**config.mk**
```make
export PLATFORM = sky130hd
export DESIGN_NAME = twr_ranging_responder_unit_flat
export DESIGN_NICKNAME = d
export VERILOG_FILES = /design/src/rtl/trr_pkg.sv /design/src/rtl/trr_req_if.sv /design/src/rtl/trr_rsp_if.sv /design/src/rtl/trr_mul.sv /design/src/rtl/trr_div.sv /design/src/rtl/trr_ranging_ctl.sv /design/src/rtl/twr_ranging_responder_unit.sv /design/src/flat_wrapper.sv
export SDC_FILE = /design/constraint.sdc
export NUM_CORES = 2
export LEC_CHECK = 0
export BUFFER_PORTS_ARGS = -buffer_cell sky130_fd_sc_hd__buf_2
export CORE_MARGIN = 5
export CORE_UTILIZATION = 62
export CTS_BUF_LIST = sky130_fd_sc_hd__clkbuf_2 sky130_fd_sc_hd__clkbuf_4 sky130_fd_sc_hd__clkbuf_8
export DETAILED_ROUTE_END_ITERATION = 16
export PLACE_DENSITY_LB_ADDON = 0.1
export SYNTH_ARGS = -nofsm -noshare
export SYNTH_HDL_FRONTEND = slang
export SYNTH_SLANG_ARGS = --single-unit
```
**constraint.sdc**
```tcl
create_clock -name clk -period 18.7 [get_ports clk]
set_input_delay 0.935 -clock clk [delete_from_list [all_inputs] [get_ports clk]]
set_output_delay 0.935 -clock clk [all_outputs]
set_load 0.01 [all_outputs]
```
**src/rtl/trr_pkg.sv**
```systemverilog
// ----------------------------------------------------------------------------
// trr_pkg: shared types and constants of the two-way ranging responder
// Frame header constants, function codes, action codes, register indexes
// and the payload structs of the request and result channels.
// ----------------------------------------------------------------------------
`default_nettype none

package trr_pkg;

	// expected frame header words
	localparam logic [15:0] FC_EXPECTED   = 16'h8841;
	localparam logic [15:0] PAN_EXPECTED  = 16'hDECA;
	localparam logic [15:0] DEST_EXPECTED = 16'h4157;
	localparam logic [15:0] SRC_EXPECTED  = 16'h4556;

	// function codes
	localparam logic [7:0] CODE_POLL  = 8'h61;
	localparam logic [7:0] CODE_FINAL = 8'h69;

	// operation codes
	localparam logic OP_GOOD  = 1'b0;
	localparam logic OP_ERROR = 1'b1;

	// result actions
	localparam logic [1:0] ACT_NONE   = 2'd0;
	localparam logic [1:0] ACT_RESP   = 2'd1;
	localparam logic [1:0] ACT_REPORT = 2'd2;
	localparam logic [1:0] ACT_REJECT = 2'd3;

	// configuration register indexes
	localparam int CFG_IDX_W = 2;
	localparam int CFG_DATA_W = 16;
	localparam logic [CFG_IDX_W-1:0] CFG_DOUBLE_SIDED = 2'd0;
	localparam logic [CFG_IDX_W-1:0] CFG_NODE_ID      = 2'd1;
	localparam logic [CFG_IDX_W-1:0] CFG_REPLY_DELAY  = 2'd2;
	localparam logic [CFG_IDX_W-1:0] CFG_ANT_DELAY    = 2'd3;

	// register reset values
	localparam logic        RST_DOUBLE_SIDED = 1'b1;
	localparam logic [7:0]  RST_NODE_ID      = 8'd0;
	localparam logic [15:0] RST_REPLY_DELAY  = 16'd1500;
	localparam logic [15:0] RST_ANT_DELAY    = 16'd16436;

	// arithmetic widths
	localparam int TS_W   = 40;
	localparam int WORD_W = 32;
	localparam int PROD_W = 2 * WORD_W;
	localparam int DEN_W  = WORD_W + 2;

	typedef struct packed {
		logic        operation;
		logic [15:0] frame_control;
		logic [7:0]  target_id;
		logic [15:0] pan_word;
		logic [15:0] dest_word;
		logic [15:0] src_word;
		logic [7:0]  function_code;
		logic [39:0] rx_stamp;
		logic [39:0] last_tx_stamp;
		logic [31:0] peer_poll_tx;
		logic [31:0] peer_resp_rx;
		logic [31:0] peer_final_tx;
	} req_t;

	typedef struct packed {
		logic [1:0]  action;
		logic [31:0] delayed_tx_time;
		logic [31:0] embed_poll_rx;
		logic [31:0] embed_resp_tx;
		logic [31:0] flight_time;
	} rsp_t;

endpackage

`default_nettype wire

```
**src/rtl/trr_req_if.sv**
```systemverilog
// ----------------------------------------------------------------------------
// trr_req_if: receive event channel
// Valid/ready channel carrying one received-frame event per transfer.
// ----------------------------------------------------------------------------
`default_nettype none

interface trr_req_if;
	import trr_pkg::*;

	logic valid;
	logic ready;
	req_t payload;

	modport source (output valid, output payload, input ready);
	modport sink   (input valid, input payload, output ready);
endinterface

`default_nettype wire

```
**src/rtl/trr_rsp_if.sv**
```systemverilog
// ----------------------------------------------------------------------------
// trr_rsp_if: result channel
// Valid/ready channel carrying one ranging result per transfer.
// ----------------------------------------------------------------------------
`default_nettype none

interface trr_rsp_if;
	import trr_pkg::*;

	logic valid;
	logic ready;
	rsp_t payload;

	modport source (output valid, output payload, input ready);
	modport sink   (input valid, input payload, output ready);
endinterface

`default_nettype wire

```
**src/rtl/trr_mul.sv**
```systemverilog
// ----------------------------------------------------------------------------
// trr_mul: shared 32x32 multiplier
// Unsigned product, registered at the output; used once per operand pair.
// ----------------------------------------------------------------------------
`default_nettype none

module trr_mul (
	input  wire logic                         clk,
	input  wire logic [trr_pkg::WORD_W-1:0]   a,
	input  wire logic [trr_pkg::WORD_W-1:0]   b,
	output      logic [trr_pkg::PROD_W-1:0]   p
);
	import trr_pkg::*;

	logic [PROD_W-1:0] p_q;

	always_ff @(posedge clk) begin
		p_q <= PROD_W'(a) * PROD_W'(b);
	end

	assign p = p_q;
endmodule

`default_nettype wire

```
**src/rtl/trr_div.sv**
```systemverilog
// ----------------------------------------------------------------------------
// trr_div: radix-2 restoring divider
// 64-bit numerator by 34-bit denominator, one quotient bit per cycle.
// Only the low 32 quotient bits are kept.
// ----------------------------------------------------------------------------
`default_nettype none

module trr_div (
	input  wire logic                        clk,
	input  wire logic                        arst_n,
	input  wire logic                        start,
	input  wire logic [trr_pkg::PROD_W-1:0]  num,
	input  wire logic [trr_pkg::DEN_W-1:0]   den,
	output      logic                        done,
	output      logic [trr_pkg::WORD_W-1:0]  quo
);
	import trr_pkg::*;

	localparam int CNT_W = $clog2(PROD_W);

	logic               busy_q;
	logic               done_q;
	logic [CNT_W-1:0]   cnt_q;
	logic [PROD_W-1:0]  num_q;
	logic [DEN_W-1:0]   den_q;
	logic [DEN_W-1:0]   rem_q;
	logic [WORD_W-1:0]  quo_q;

	logic [DEN_W:0]     trial;
	logic [DEN_W:0]     diff;
	logic               qbit;

	// one restoring step: shift in next numerator bit, subtract if it fits
	always_comb begin
		trial = {rem_q, num_q[PROD_W-1]};
		diff  = trial - {1'b0, den_q};
		qbit  = (trial >= {1'b0, den_q});
	end

	always_ff @(posedge clk or negedge arst_n) begin
		if (!arst_n) begin
			busy_q <= 1'b0;
			done_q <= 1'b0;
			cnt_q  <= '0;
		end else begin
			done_q <= 1'b0;
			if (start) begin
				busy_q <= 1'b1;
				cnt_q  <= CNT_W'(PROD_W - 1);
			end else if (busy_q) begin
				cnt_q <= cnt_q - 1'b1;
				if (cnt_q == '0) begin
					busy_q <= 1'b0;
					done_q <= 1'b1;
				end
			end
		end
	end

	always_ff @(posedge clk) begin
		if (start) begin
			num_q <= num;
			den_q <= den;
			rem_q <= '0;
		end else if (busy_q) begin
			num_q <= {num_q[PROD_W-2:0], 1'b0};
			rem_q <= qbit ? diff[DEN_W-1:0] : trial[DEN_W-1:0];
			quo_q <= {quo_q[WORD_W-2:0], qbit};
		end
	end

	assign done = done_q;
	assign quo  = quo_q;
endmodule

`default_nettype wire

```
**src/rtl/trr_ranging_ctl.sv**
```systemverilog
// ----------------------------------------------------------------------------
// trr_ranging_ctl: header check and response scheduling
// Decodes one receive event: header match, frame kind, scheduled response
// time and the four 32-bit wrapped interval differences of a final.
// ----------------------------------------------------------------------------
`default_nettype none

module trr_ranging_ctl (
	input  wire logic                       double_sided,
	input  wire logic [7:0]                 node_id,
	input  wire logic [15:0]                reply_delay_uus,
	input  wire logic                       awaiting,
	input  wire logic [trr_pkg::TS_W-1:0]   saved_poll_rx,
	input  wire trr_pkg::req_t              req,
	output      logic                       good_poll,
	output      logic                       start_final,
	output      logic                       single_resp,
	output      logic [trr_pkg::WORD_W-1:0] sched,
	output      logic [trr_pkg::WORD_W-1:0] round_a,
	output      logic [trr_pkg::WORD_W-1:0] round_b,
	output      logic [trr_pkg::WORD_W-1:0] reply_a,
	output      logic [trr_pkg::WORD_W-1:0] reply_b
);
	import trr_pkg::*;

	logic            hdr_ok;
	logic            good;
	logic [TS_W:0]   sum;
	logic [WORD_W-1:0] resp_tx;

	always_comb begin
		hdr_ok = (req.frame_control == FC_EXPECTED) && (req.target_id == node_id)
			&& (req.pan_word == PAN_EXPECTED) && (req.dest_word == DEST_EXPECTED)
			&& (req.src_word == SRC_EXPECTED);
		good = (req.operation == OP_GOOD) && hdr_ok;

		good_poll   = good && (req.function_code == CODE_POLL) && (!double_sided || !awaiting);
		single_resp = good_poll && !double_sided;
		start_final = good && double_sided && awaiting && (req.function_code == CODE_FINAL);

		// rx + delay * 65536, 41 bits wide, then >> 8
		sum   = {1'b0, req.rx_stamp} + (TS_W+1)'({reply_delay_uus, 16'h0000});
		sched = sum[WORD_W+7:8];

		resp_tx = req.last_tx_stamp[WORD_W-1:0];
		round_b = req.rx_stamp[WORD_W-1:0] - resp_tx;
		reply_b = resp_tx - saved_poll_rx[WORD_W-1:0];
		round_a = req.peer_resp_rx - req.peer_poll_tx;
		reply_a = req.peer_final_tx - req.peer_resp_rx;
	end
endmodule

`default_nettype wire

```
**src/rtl/twr_ranging_responder_unit.sv**
```systemverilog
// ----------------------------------------------------------------------------
// twr_ranging_responder_unit: UWB two-way ranging, responder side
// Checks received frames, schedules poll responses and computes the
// asymmetric double-sided time of flight with exact integer arithmetic.
// ----------------------------------------------------------------------------
// One event is taken per transfer on req and yields exactly one result on
// rsp. Ready is high only while the sequencer is idle. A poll, an error or
// any frame that ends the exchange goes from the transfer straight to the
// result register load. A valid final in double-sided mode passes these
// steps from transfer to the next ready: the transfer, which registers the
// interval differences, the shared 32x32 multiplier (Ra*Rb, then Da*Db),
// the 64-bit subtract and sign check, the radix-2 divider (64 quotient
// bits, one per cycle, then its done flag), and the result load; a rejected
// numerator or denominator skips the divider. The result sits in an output
// register, so a waiting result does not hold the next event back unless a
// new result is ready before the old one is taken. Configuration writes
// (cfg_we, cfg_idx, cfg_data) take effect at once and belong in idle
// periods only.
// ----------------------------------------------------------------------------
`default_nettype none

module twr_ranging_responder_unit (
	input  wire logic                          clk,
	input  wire logic                          arst_n,
	input  wire logic                          cfg_we,
	input  wire logic [trr_pkg::CFG_IDX_W-1:0] cfg_idx,
	input  wire logic [trr_pkg::CFG_DATA_W-1:0] cfg_data,
	trr_req_if.sink                            req,
	trr_rsp_if.source                          rsp
);
	import trr_pkg::*;

	// sequencer states
	localparam logic [2:0] S_IDLE = 3'd0;
	localparam logic [2:0] S_MUL1 = 3'd1;  // Ra*Rb on the multiplier, denominator sum
	localparam logic [2:0] S_MUL2 = 3'd2;  // Da*Db on the multiplier, Ra*Rb captured
	localparam logic [2:0] S_SUB  = 3'd3;  // numerator and sign check, divider start
	localparam logic [2:0] S_DIV  = 3'd4;  // divider running
	localparam logic [2:0] S_FIN  = 3'd5;  // load result register

	logic [2:0]         state_q;

	// configuration registers
	logic               double_sided_q;
	logic [7:0]         node_id_q;
	logic [15:0]        reply_delay_q;
	logic [15:0]        ant_delay_q;

	// ranging state
	logic               awaiting_q;
	logic [TS_W-1:0]    saved_poll_rx_q;

	// per-item working registers
	logic [1:0]         res_action_q;
	logic               res_single_q;
	logic [WORD_W-1:0]  res_delayed_q;
	logic [WORD_W-1:0]  res_poll_rx_q;
	logic [WORD_W-1:0]  res_flight_q;
	logic [WORD_W-1:0]  round_a_q;
	logic [WORD_W-1:0]  round_b_q;
	logic [WORD_W-1:0]  reply_a_q;
	logic [WORD_W-1:0]  reply_b_q;
	logic [DEN_W-1:0]   den_q;
	logic [PROD_W-1:0]  prod_r_q;

	// output register
	logic               out_valid_q;
	rsp_t               out_q;

	// decode outputs
	logic               good_poll;
	logic               start_final;
	logic               single_resp;
	logic [WORD_W-1:0]  sched;
	logic [WORD_W-1:0]  round_a;
	logic [WORD_W-1:0]  round_b;
	logic [WORD_W-1:0]  reply_a;
	logic [WORD_W-1:0]  reply_b;

	// shared arithmetic
	logic [WORD_W-1:0]  mul_a;
	logic [WORD_W-1:0]  mul_b;
	logic [PROD_W-1:0]  mul_p;
	logic [PROD_W:0]    num_ext;
	logic               reject;
	logic               div_start;
	logic               div_done;
	logic [WORD_W-1:0]  div_quo;

	logic               acc;
	logic               out_free;
	logic [WORD_W-1:0]  embed_resp;

	assign acc      = req.valid && req.ready;
	assign out_free = !out_valid_q || rsp.ready;
	assign req.ready = (state_q == S_IDLE);

	trr_ranging_ctl u_ctl (
		.double_sided    (double_sided_q),
		.node_id         (node_id_q),
		.reply_delay_uus (reply_delay_q),
		.awaiting        (awaiting_q),
		.saved_poll_rx   (saved_poll_rx_q),
		.req             (req.payload),
		.good_poll       (good_poll),
		.start_final     (start_final),
		.single_resp     (single_resp),
		.sched           (sched),
		.round_a         (round_a),
		.round_b         (round_b),
		.reply_a         (reply_a),
		.reply_b         (reply_b)
	);

	// multiplier operands: round trip pair first, reply pair second
	assign mul_a = (state_q == S_MUL1) ? round_a_q : reply_a_q;
	assign mul_b = (state_q == S_MUL1) ? round_b_q : reply_b_q;

	trr_mul u_mul (
		.clk (clk),
		.a   (mul_a),
		.b   (mul_b),
		.p   (mul_p)
	);

	// numerator Ra*Rb - Da*Db; borrow or zero means not positive
	assign num_ext   = {1'b0, prod_r_q} - {1'b0, mul_p};
	assign reject    = num_ext[PROD_W] || (num_ext[PROD_W-1:0] == '0) || (den_q == '0);
	assign div_start = (state_q == S_SUB) && !reject;

	trr_div u_div (
		.clk    (clk),
		.arst_n (arst_n),
		.start  (div_start),
		.num    (num_ext[PROD_W-1:0]),
		.den    (den_q),
		.done   (div_done),
		.quo    (div_quo)
	);

	// predicted response transmit time: (sched with bit 0 cleared) << 8, plus antenna delay
	assign embed_resp = {res_delayed_q[23:1], 9'h000} + WORD_W'(ant_delay_q);

	// configuration
	always_ff @(posedge clk or negedge arst_n) begin
		if (!arst_n) begin
			double_sided_q <= RST_DOUBLE_SIDED;
			node_id_q      <= RST_NODE_ID;
			reply_delay_q  <= RST_REPLY_DELAY;
			ant_delay_q    <= RST_ANT_DELAY;
		end else if (cfg_we) begin
			unique case (cfg_idx)
				CFG_DOUBLE_SIDED: double_sided_q <= cfg_data[0];
				CFG_NODE_ID:      node_id_q      <= cfg_data[7:0];
				CFG_REPLY_DELAY:  reply_delay_q  <= cfg_data;
				CFG_ANT_DELAY:    ant_delay_q    <= cfg_data;
			endcase
		end
	end

	// sequencer and ranging state
	always_ff @(posedge clk or negedge arst_n) begin
		if (!arst_n) begin
			state_q         <= S_IDLE;
			awaiting_q      <= 1'b0;
			saved_poll_rx_q <= '0;
			out_valid_q     <= 1'b0;
		end else begin
			// a new result may replace the one taken at this edge
			if ((state_q == S_FIN) && out_free) begin
				out_valid_q <= 1'b1;
			end else if (rsp.ready) begin
				out_valid_q <= 1'b0;
			end
			unique case (state_q)
				S_IDLE: begin
					if (acc) begin
						// every event ends a pending exchange unless it starts one
						awaiting_q <= good_poll && double_sided_q;
						if (good_poll) begin
							saved_poll_rx_q <= req.payload.rx_stamp;
						end
						state_q <= start_final ? S_MUL1 : S_FIN;
					end
				end
				S_MUL1: state_q <= S_MUL2;
				S_MUL2: state_q <= S_SUB;
				S_SUB:  state_q <= reject ? S_FIN : S_DIV;
				S_DIV: begin
					if (div_done) begin
						state_q <= S_FIN;
					end
				end
				S_FIN: begin
					if (out_free) begin
						state_q <= S_IDLE;
					end
				end
				default: state_q <= S_IDLE;
			endcase
		end
	end

	// datapath registers
	always_ff @(posedge clk) begin
		if (acc) begin
			res_action_q  <= good_poll ? ACT_RESP : ACT_NONE;
			res_single_q  <= single_resp;
			res_delayed_q <= good_poll ? sched : '0;
			res_poll_rx_q <= single_resp ? req.payload.rx_stamp[WORD_W-1:0] : '0;
			res_flight_q  <= '0;
			round_a_q     <= round_a;
			round_b_q     <= round_b;
			reply_a_q     <= reply_a;
			reply_b_q     <= reply_b;
		end
		if (state_q == S_MUL1) begin
			den_q <= DEN_W'(round_a_q) + DEN_W'(round_b_q) + DEN_W'(reply_a_q)
				+ DEN_W'(reply_b_q);
		end
		if (state_q == S_MUL2) begin
			prod_r_q <= mul_p;
		end
		if ((state_q == S_SUB) && reject) begin
			res_action_q <= ACT_REJECT;
		end
		if ((state_q == S_DIV) && div_done) begin
			res_action_q <= ACT_REPORT;
			res_flight_q <= div_quo;
		end
		if ((state_q == S_FIN) && out_free) begin
			out_q.action          <= res_action_q;
			out_q.delayed_tx_time <= res_delayed_q;
			out_q.embed_poll_rx   <= res_poll_rx_q;
			out_q.embed_resp_tx   <= res_single_q ? embed_resp : '0;
			out_q.flight_time     <= res_flight_q;
		end
	end

	assign rsp.valid   = out_valid_q;
	assign rsp.payload = out_q;

	// divider finishes only while the sequencer waits for it
	a_div_done_in_div: assert property (@(posedge clk) disable iff (!arst_n)
		div_done |-> (state_q == S_DIV))
		else $error("divider done outside divide state");

	// an accepted event always takes the sequencer out of idle in the next cycle
	a_busy_after_accept: assert property (@(posedge clk) disable iff (!arst_n)
		acc |=> (state_q != S_IDLE))
		else $error("sequencer idle right after a transfer");

	// only a report carries a flight time
	a_flight_only_report: assert property (@(posedge clk) disable iff (!arst_n)
		(rsp.valid && (rsp.payload.action != ACT_REPORT)) |-> (rsp.payload.flight_time == '0))
		else $error("flight time on a non-report result");

	// a response in single-sided mode never leaves an exchange open
	a_single_no_wait: assert property (@(posedge clk) disable iff (!arst_n)
		(acc && !double_sided_q) |=> !awaiting_q)
		else $error("exchange left open in single-sided mode");
endmodule

`default_nettype wire
```
**src/flat_wrapper.sv**
```systemverilog
// flat-port wrapper written by rule: the top's interface ports become plain ports
module twr_ranging_responder_unit_flat import trr_pkg::*;
  (clk, arst_n, cfg_we, cfg_idx, cfg_data, req_valid, req_payload, req_ready, rsp_valid, rsp_payload, rsp_ready);
  trr_req_if req_i ();
  trr_rsp_if rsp_i ();
  input  wire logic clk;
  input  wire logic arst_n;
  input  wire logic cfg_we;
  input  wire logic [trr_pkg::CFG_IDX_W-1:0] cfg_idx;
  input  wire logic [trr_pkg::CFG_DATA_W-1:0] cfg_data;
  input wire logic [$bits(req_i.valid)-1:0] req_valid;
  input wire logic [$bits(req_i.payload)-1:0] req_payload;
  output wire logic [$bits(req_i.ready)-1:0] req_ready;
  output wire logic [$bits(rsp_i.valid)-1:0] rsp_valid;
  output wire logic [$bits(rsp_i.payload)-1:0] rsp_payload;
  input wire logic [$bits(rsp_i.ready)-1:0] rsp_ready;
  assign req_i.valid = req_valid;
  assign req_i.payload = req_payload;
  assign req_ready = req_i.ready;
  assign rsp_valid = rsp_i.valid;
  assign rsp_payload = rsp_i.payload;
  assign rsp_i.ready = rsp_ready;
  twr_ranging_responder_unit u_core (.clk(clk), .arst_n(arst_n), .cfg_we(cfg_we), .cfg_idx(cfg_idx), .cfg_data(cfg_data), .req(req_i), .rsp(rsp_i));
endmodule
```
# Word-level counts from Yosys, hierarchy flattened
# Cells that the tools add are included.
[totals] register_bits=769 in_bits=280 out_inout_bits=132
[op_classes] addsub=12 n_mul=1 magnitude_cmp=1 n_eq_ne=18 n_mux=26 bitwise_logic=2 n_reduce_logical=43
[ops] operator="two-way mux 32 bit" n=4
[ops] operator="two-way mux 64 bit" n=2
[ops] operator="subtractor 32 bit" n=4
[ops] operator="adder 34 x 32 -> 34 bit" n=2
[ops] operator="subtractor 64 x 64 -> 65 bit" n=1
[ops] operator="zero test 64 bit" n=1
[ops] operator="multiplier 32 x 32 -> 64 bit" n=1
[ops] operator="adder 40 x 32 -> 40 bit" n=1
[ops] operator=">= comparator 35 x 34 -> 1 bit" n=1
[ops] operator="zero test 34 bit" n=1
[ops] operator="two-way mux 34 bit" n=1
[ops] operator="subtractor 34 bit" n=1
[ops] operator="adder 32 x 32 -> 33 bit" n=1
[ops] operator="adder 32 x 16 -> 32 bit" n=1
[ops] operator="equality test 16 x 15 -> 1 bit, second input constant" n=2
[ops] operator="equality test 16 bit, second input constant" n=2
[ops] operator="one-hot mux 3 bit (6 select lines)" n=1
[ops] operator="logical AND 1 bit" n=17
[ops] operator="equality test 8 x 7 -> 1 bit, second input constant" n=2
[ops] operator="two-way mux 1 bit" n=12
[ops] operator="two-way mux 3 bit" n=4
[ops] operator="two-way mux 6 bit" n=2
[ops] operator="AND reduction 2 bit" n=6
[ops] operator="equality test 8 bit" n=1
[ops] operator="other kinds (17)" n=32

# Longest topological paths before layout
[depth] word_depth=12 depth_mapped=37 ltp_nobuf=33

# Cells and area by module
# From an unflattened synthesis, not the netlist that was laid out.
[hier_totals] hier_cells=7855 area_unflattened_um2=79002.0
[by_module_without_submodules] module="trr_mul" instances=1 cells_each=3888 area_per_inst_um2=35268.8 seq_area_each_um2=1281.2
[by_module_without_submodules] module="twr_ranging_responder_unit" instances=1 cells_each=2038 area_per_inst_um2=27102.2 seq_area_each_um2=15810.2
[by_module_without_submodules] module="trr_div" instances=1 cells_each=704 area_per_inst_um2=8380.5 seq_area_each_um2=4784.6
[by_module_without_submodules] module="trr_ranging_ctl" instances=1 cells_each=1225 area_per_inst_um2=8250.4 seq_area_each_um2=0.0

# Worst setup path before layout
# Ideal clock, no wire load.
[synth_timing] kind="register -> register" startpoint="register u_core.state_q[2]" endpoint="register u_core.u_mul.p_q[62], in the netlist u_core.u_mul.p[62]" arrival_time_ns=9.634 required_ns=18.628 setup_slack_ns=8.994 stages_incl_launch_ff=33 n_path_buf=4 path_cell_list="dfrtp_1 -> nor3b_1 -> clkbuf_1 -> clkbuf_1 -> clkbuf_1 -> clkbuf_1 -> a21o_1 -> nand2_1 -> fa_1 -> fa_1 -> fa_1 -> inv_1 -> fa_1 -> ha_1 -> ha_1 -> inv_1 -> fa_1 -> fa_1 -> inv_1 -> ha_1 -> nand3_1 -> nor3_1 -> a311o_1 -> o221ai_1 -> a2111oi_0 -> o21ai_0 -> a21oi_1 -> a21oi_1 -> o41ai_1 -> a21oi_1 -> o31a_1 -> o21ai_0 -> xor2_1"
[synth_via] elab_chain_cells=3
[synth_rtl] item="start, declared" line_no="twr_ranging_responder_unit.sv:41" source="logic [2:0] state_q;"
[synth_rtl] item="start signal, assigned" line_no="twr_ranging_responder_unit.sv:183" source="state_q <= start_final ? S_MUL1 : S_FIN;"
[synth_rtl] item="start signal, assigned" line_no="twr_ranging_responder_unit.sv:188" source="S_SUB: state_q <= reject ? S_FIN : S_DIV;"
[synth_rtl] item="equality test 3 x 1 -> 1 bit (*)" line_no="twr_ranging_responder_unit.sv:116, twr_ranging_responder_unit.sv:117"
[synth_rtl] item="two-way mux 32 bit, on equally long branches" line_no="twr_ranging_responder_unit.sv:116, twr_ranging_responder_unit.sv:117"
[synth_rtl] item="multiplier 32 x 32 -> 64 bit (*)" line_no="trr_mul.sv:18" source="p_q <= PROD_W'(a) * PROD_W'(b);"
[synth_rtl] item="end signal, assigned" line_no="trr_mul.sv:18"
[synth_rtl] item="end, declared" line_no="trr_mul.sv:15" source="logic [PROD_W-1:0] p_q;"
# Every way passes the cells marked *; elsewhere a longest branch is shown, timed or not.
# A chain may end at the register's enable or synchronous reset.

# Worst setup path in the final report
[layout_timing] startpoint="register u_core.state_q[0]" endpoint="register u_core.u_mul.p_q[62], in the netlist u_core.u_mul.p[62]"
# Same word-level chain as after synthesis.

==> results.md <==
- Status: finished clean
- Worst slew margin: 0.1766
- Pleak: 39.26 nW
- Final period util: 0.6476
- CTS tree: built
- Share of cells above drive strength 1: 0.1132
- Post-Route M1 WL: 88980 um
- Worst Path Arrival: 12.89 ns
- Port buffer count: 403
- Routed wire length: 224100 um
- Area Growth Syn to Fin: 9.640%
- Detail Route Antenna Nets: 0
- Die extent in x: 358.1 um
- Worst-Skew Late Latency: 0.87 ns
- Startpoint Class: flip-flop
- Syn avg cell area: 9.832 um^2
- CP max-delay cell: a21oi_4
- Worst path most repeated cell: fa_1
- CORE AREA: 120100 um^2
- Top FF cell, synth: edfxtp_1
- Clock Skew: 0.05751 ns
- Most frequent cells in the layout: inv_1, fa_1, nor2_1
- Die H: 358.1 um
- MaxCap Viol Count: 0
- Sw Ratio: 0.2669
- Fill cell count: 9653
- Comb pwr share: 0.132
- Fin. Hold Viols: 0
- #FFs+latches synth: 769
- Routed vias: 57630
- Slowest stage delay, CP: 0.97 ns
- CP Data Required Time: 19.48 ns
- Int Power: 3.015 mW
- Clock root buffer: clkbuf_8
- Met2 wire len: 100100 um
- Hold/Removal Path Class: in2async
- Worst Setup End Kind: flip-flop
- Final Setup Violations: 0
- WL per Instance: 22.92 um
- Fin nets: 9824
- Post-route DRC violation count: 0
- CP max FO: 156
- Starting Density: 0.6255
- Clock sink count: 769
- Vias/cell: 5.895
- Kind of critical path: reg2reg
- Dpl cells: 9508
- Post-Syn Nets: 9434
- EDFF count, synth: 583
- RSZ-0062 raised after global routing: false
- Post-Syn Instances: 7642
- CTS HTree Levels: 4
- First-pass GRT wire length: 340300 um
- Most common cell after layout, fill and taps aside: inv_1
- Cell Area, Synth: 75140 um^2
- Die ar.: 128300 um^2
- Initial antenna violation count: 33
- FFs w/ async S/R, synth: 0.1118
- I/O pin cnt: 412
- Largest net degree at the start of global routing: 157
- Switch Pwr: 1.098 mW
- Num rows: 127
- DR WL met3: 25510 um
- Sequential fraction of the synthesis area: 0.2885
- Reg clk slew, reported paths: 0.06 ns
- Post-Layout Cell Count: 9776
- Count of final max-slew check failures: 0
- Top sig layer: met5
- Aggregate global-route resource usage: 0.3531
- Vias in the first global route: 58200
- Num CTS Buffers: 134
- Clk pwr share: 0.407
- Post-synthesis cell type count: 87
- Fmax: 82.58 MHz
- VDD IR-drop max: 0.06311 mV
- Clk buf depth: 3
- Post-route setup TNS: 0 ns
- Worst-Margin Slew: 1.232 ns
- Hold_buf cts: 0
- Synth warn: 0
- Flop pwr share: 0.461
- DR iter-0 viols: 5217
- First-pass DRT Iterations: 6
- Global route overflow: 0
- Post-DP HPWL: 171900 um
- Post-CTS sizing: 0
- Gpl congestion: 1.007
- Postcts setup bufs: 0
- Period minus WS final: 12.11 ns
- Cell area power density: 49.93 nW/um^2
==> critical path, delay by kind of cell (launching register included) <==
kind	cells	cell delay (ns)
fa+ha+maj	9	4.14
xor+xnor	1	0.15
compound gates	11	4.61
simple gates	4	0.89
flops	1	0.56
buf+inv	5	1.35
==> state kept, by name, summed over array words and instances, names as in the netlist, 32 cells and up <==
signal	count
u_core.u_mul.p	64
u_core.res_flight_q	32
u_core.u_div.quo	32
u_core.prod_r_q	64
u_core.round_b_q	32
u_core.rsp.payload	130
u_core.den_q	34
u_core.res_poll_rx_q	32
u_core.res_delayed_q	32
u_core.saved_poll_rx_q	32
u_core.u_div.den_q	34
u_core.round_a_q	32
u_core.u_div.num_q	64
u_core.u_div.rem_q	34
u_core.reply_a_q	32
u_core.reply_b_q	32
==> worst paths after layout <==
path                                       endpoint  slack (ns)                     start  depth (start not counted)
setup / recovery                 u_core.u_mul.p[62]        6.59         u_core.state_q[0]                         30
setup reg to reg                 u_core.u_mul.p[62]        6.59         u_core.state_q[0]                         30
min in group clk              u_core.ant_delay_q[9]        0.33               cfg_data[9]                          2
max in group asynchronous     u_core.double_sided_q       17.51                    arst_n                          2
hold reg to reg              u_core.rsp.payload[94]        0.38  u_core.res_poll_rx_q[30]                          0
hold / removal             u_core.reply_delay_q[11]        0.15                    arst_n                          1
==> synth_stat cells (32+ instances only) <==
| cell type | instances | area (um^2) |
|---|---|---|
| nand4_1 | 53 | 331.6 |
| nor3_1 | 86 | 430.4 |
| and2_1 | 105 | 656.9 |
| nor2_1 | 913 | 3427 |
| o21bai_1 | 55 | 412.9 |
| nand2_1 | 657 | 2466 |
| o21a_1 | 45 | 337.8 |
| dfxtp_1 | 100 | 2002 |
| a21o_1 | 194 | 1456 |
| xnor2_1 | 224 | 1962 |
| inv_1 | 1330 | 4992 |
| o211a_1 | 32 | 320.3 |
| nor2b_1 | 63 | 394.1 |
| fa_1 | 938 | 18780 |
| xor2_1 | 112 | 980.9 |
| o21ai_0 | 169 | 845.8 |
| mux2_1 | 41 | 461.7 |
| nand3_1 | 67 | 335.3 |
| edfxtp_1 | 583 | 17510 |
| dfrtp_1 | 74 | 1852 |
| mux2i_1 | 34 | 340.3 |
| mux2_2 | 66 | 743.2 |
| nand2b_1 | 45 | 281.5 |
| a31oi_1 | 35 | 219.0 |
| o211ai_1 | 39 | 292.8 |
| clkbuf_1 | 230 | 863.3 |
| a21oi_1 | 347 | 1737 |
| and3_1 | 37 | 231.5 |
| ha_1 | 574 | 7182 |
==> logic make-up after synthesis <==
kind of cell	Yosys count	share of synthesized area
buffers and inverters	1597	0.08018
AND/OR/NAND/NOR	2153	0.1262
adder cells (fa/ha/maj)	1512	0.3455
flip-flops	769	0.2885
multiplexers	141	0.02056
AO/OA/AOI/OAI	1134	0.09996
XOR/XNOR	336	0.03916
==> power groups by stage <==
stage	clock [mW]	combinational, mW	sequential, mW
after global placement	0	0.520	1.93
final	1.67	0.545	1.89
after floorplan	0	0.374	1.92
after global routing	1.79	0.602	1.90
after CTS	1.70	0.535	1.89
after detailed placement	0	0.530	1.93
==> routing by layer <==
layer / track usage / vias to the layer above
met5: 0 / -
met4: 0.1325 / 4
met3: 0.1052 / 618
met2: 0.5479 / 2836
met1: 0.4745 / 28460
li1: - / 25710
==> metrics by stage <==
stage	hold WS (ns)	power (mW)	utilization	setup WS (ns)	area, um^2
6_report	0.1493	4.113	0.6858	6.591	82380
3_5_place_dp	0.4045	2.458	0.6609	6.892	79390
5_1_grt	0.1623	4.284	0.6856	6.060	82360
3_3_place_gp	0.4012	2.446	0.6609	7.069	79390
2_1_floorplan	0.4003	2.292	-	8.994	75140
4_1_cts	0.1078	4.133	0.6853	6.806	82330
==> cell type report <==
type	count	area (um^2)	area share
antenna	22	55.05	0.0006683
clock buffer	188	2337	0.02837
clock inverter	58	595.6	0.007229
inverter	1332	5007	0.06078
multi-input combinational	5276	47790	0.5801
sequential	769	21680	0.2631
tap	1612	2017	0.02448
timing repair buffer	519	2903	0.03524
Power figures use the tool's default switching activity.
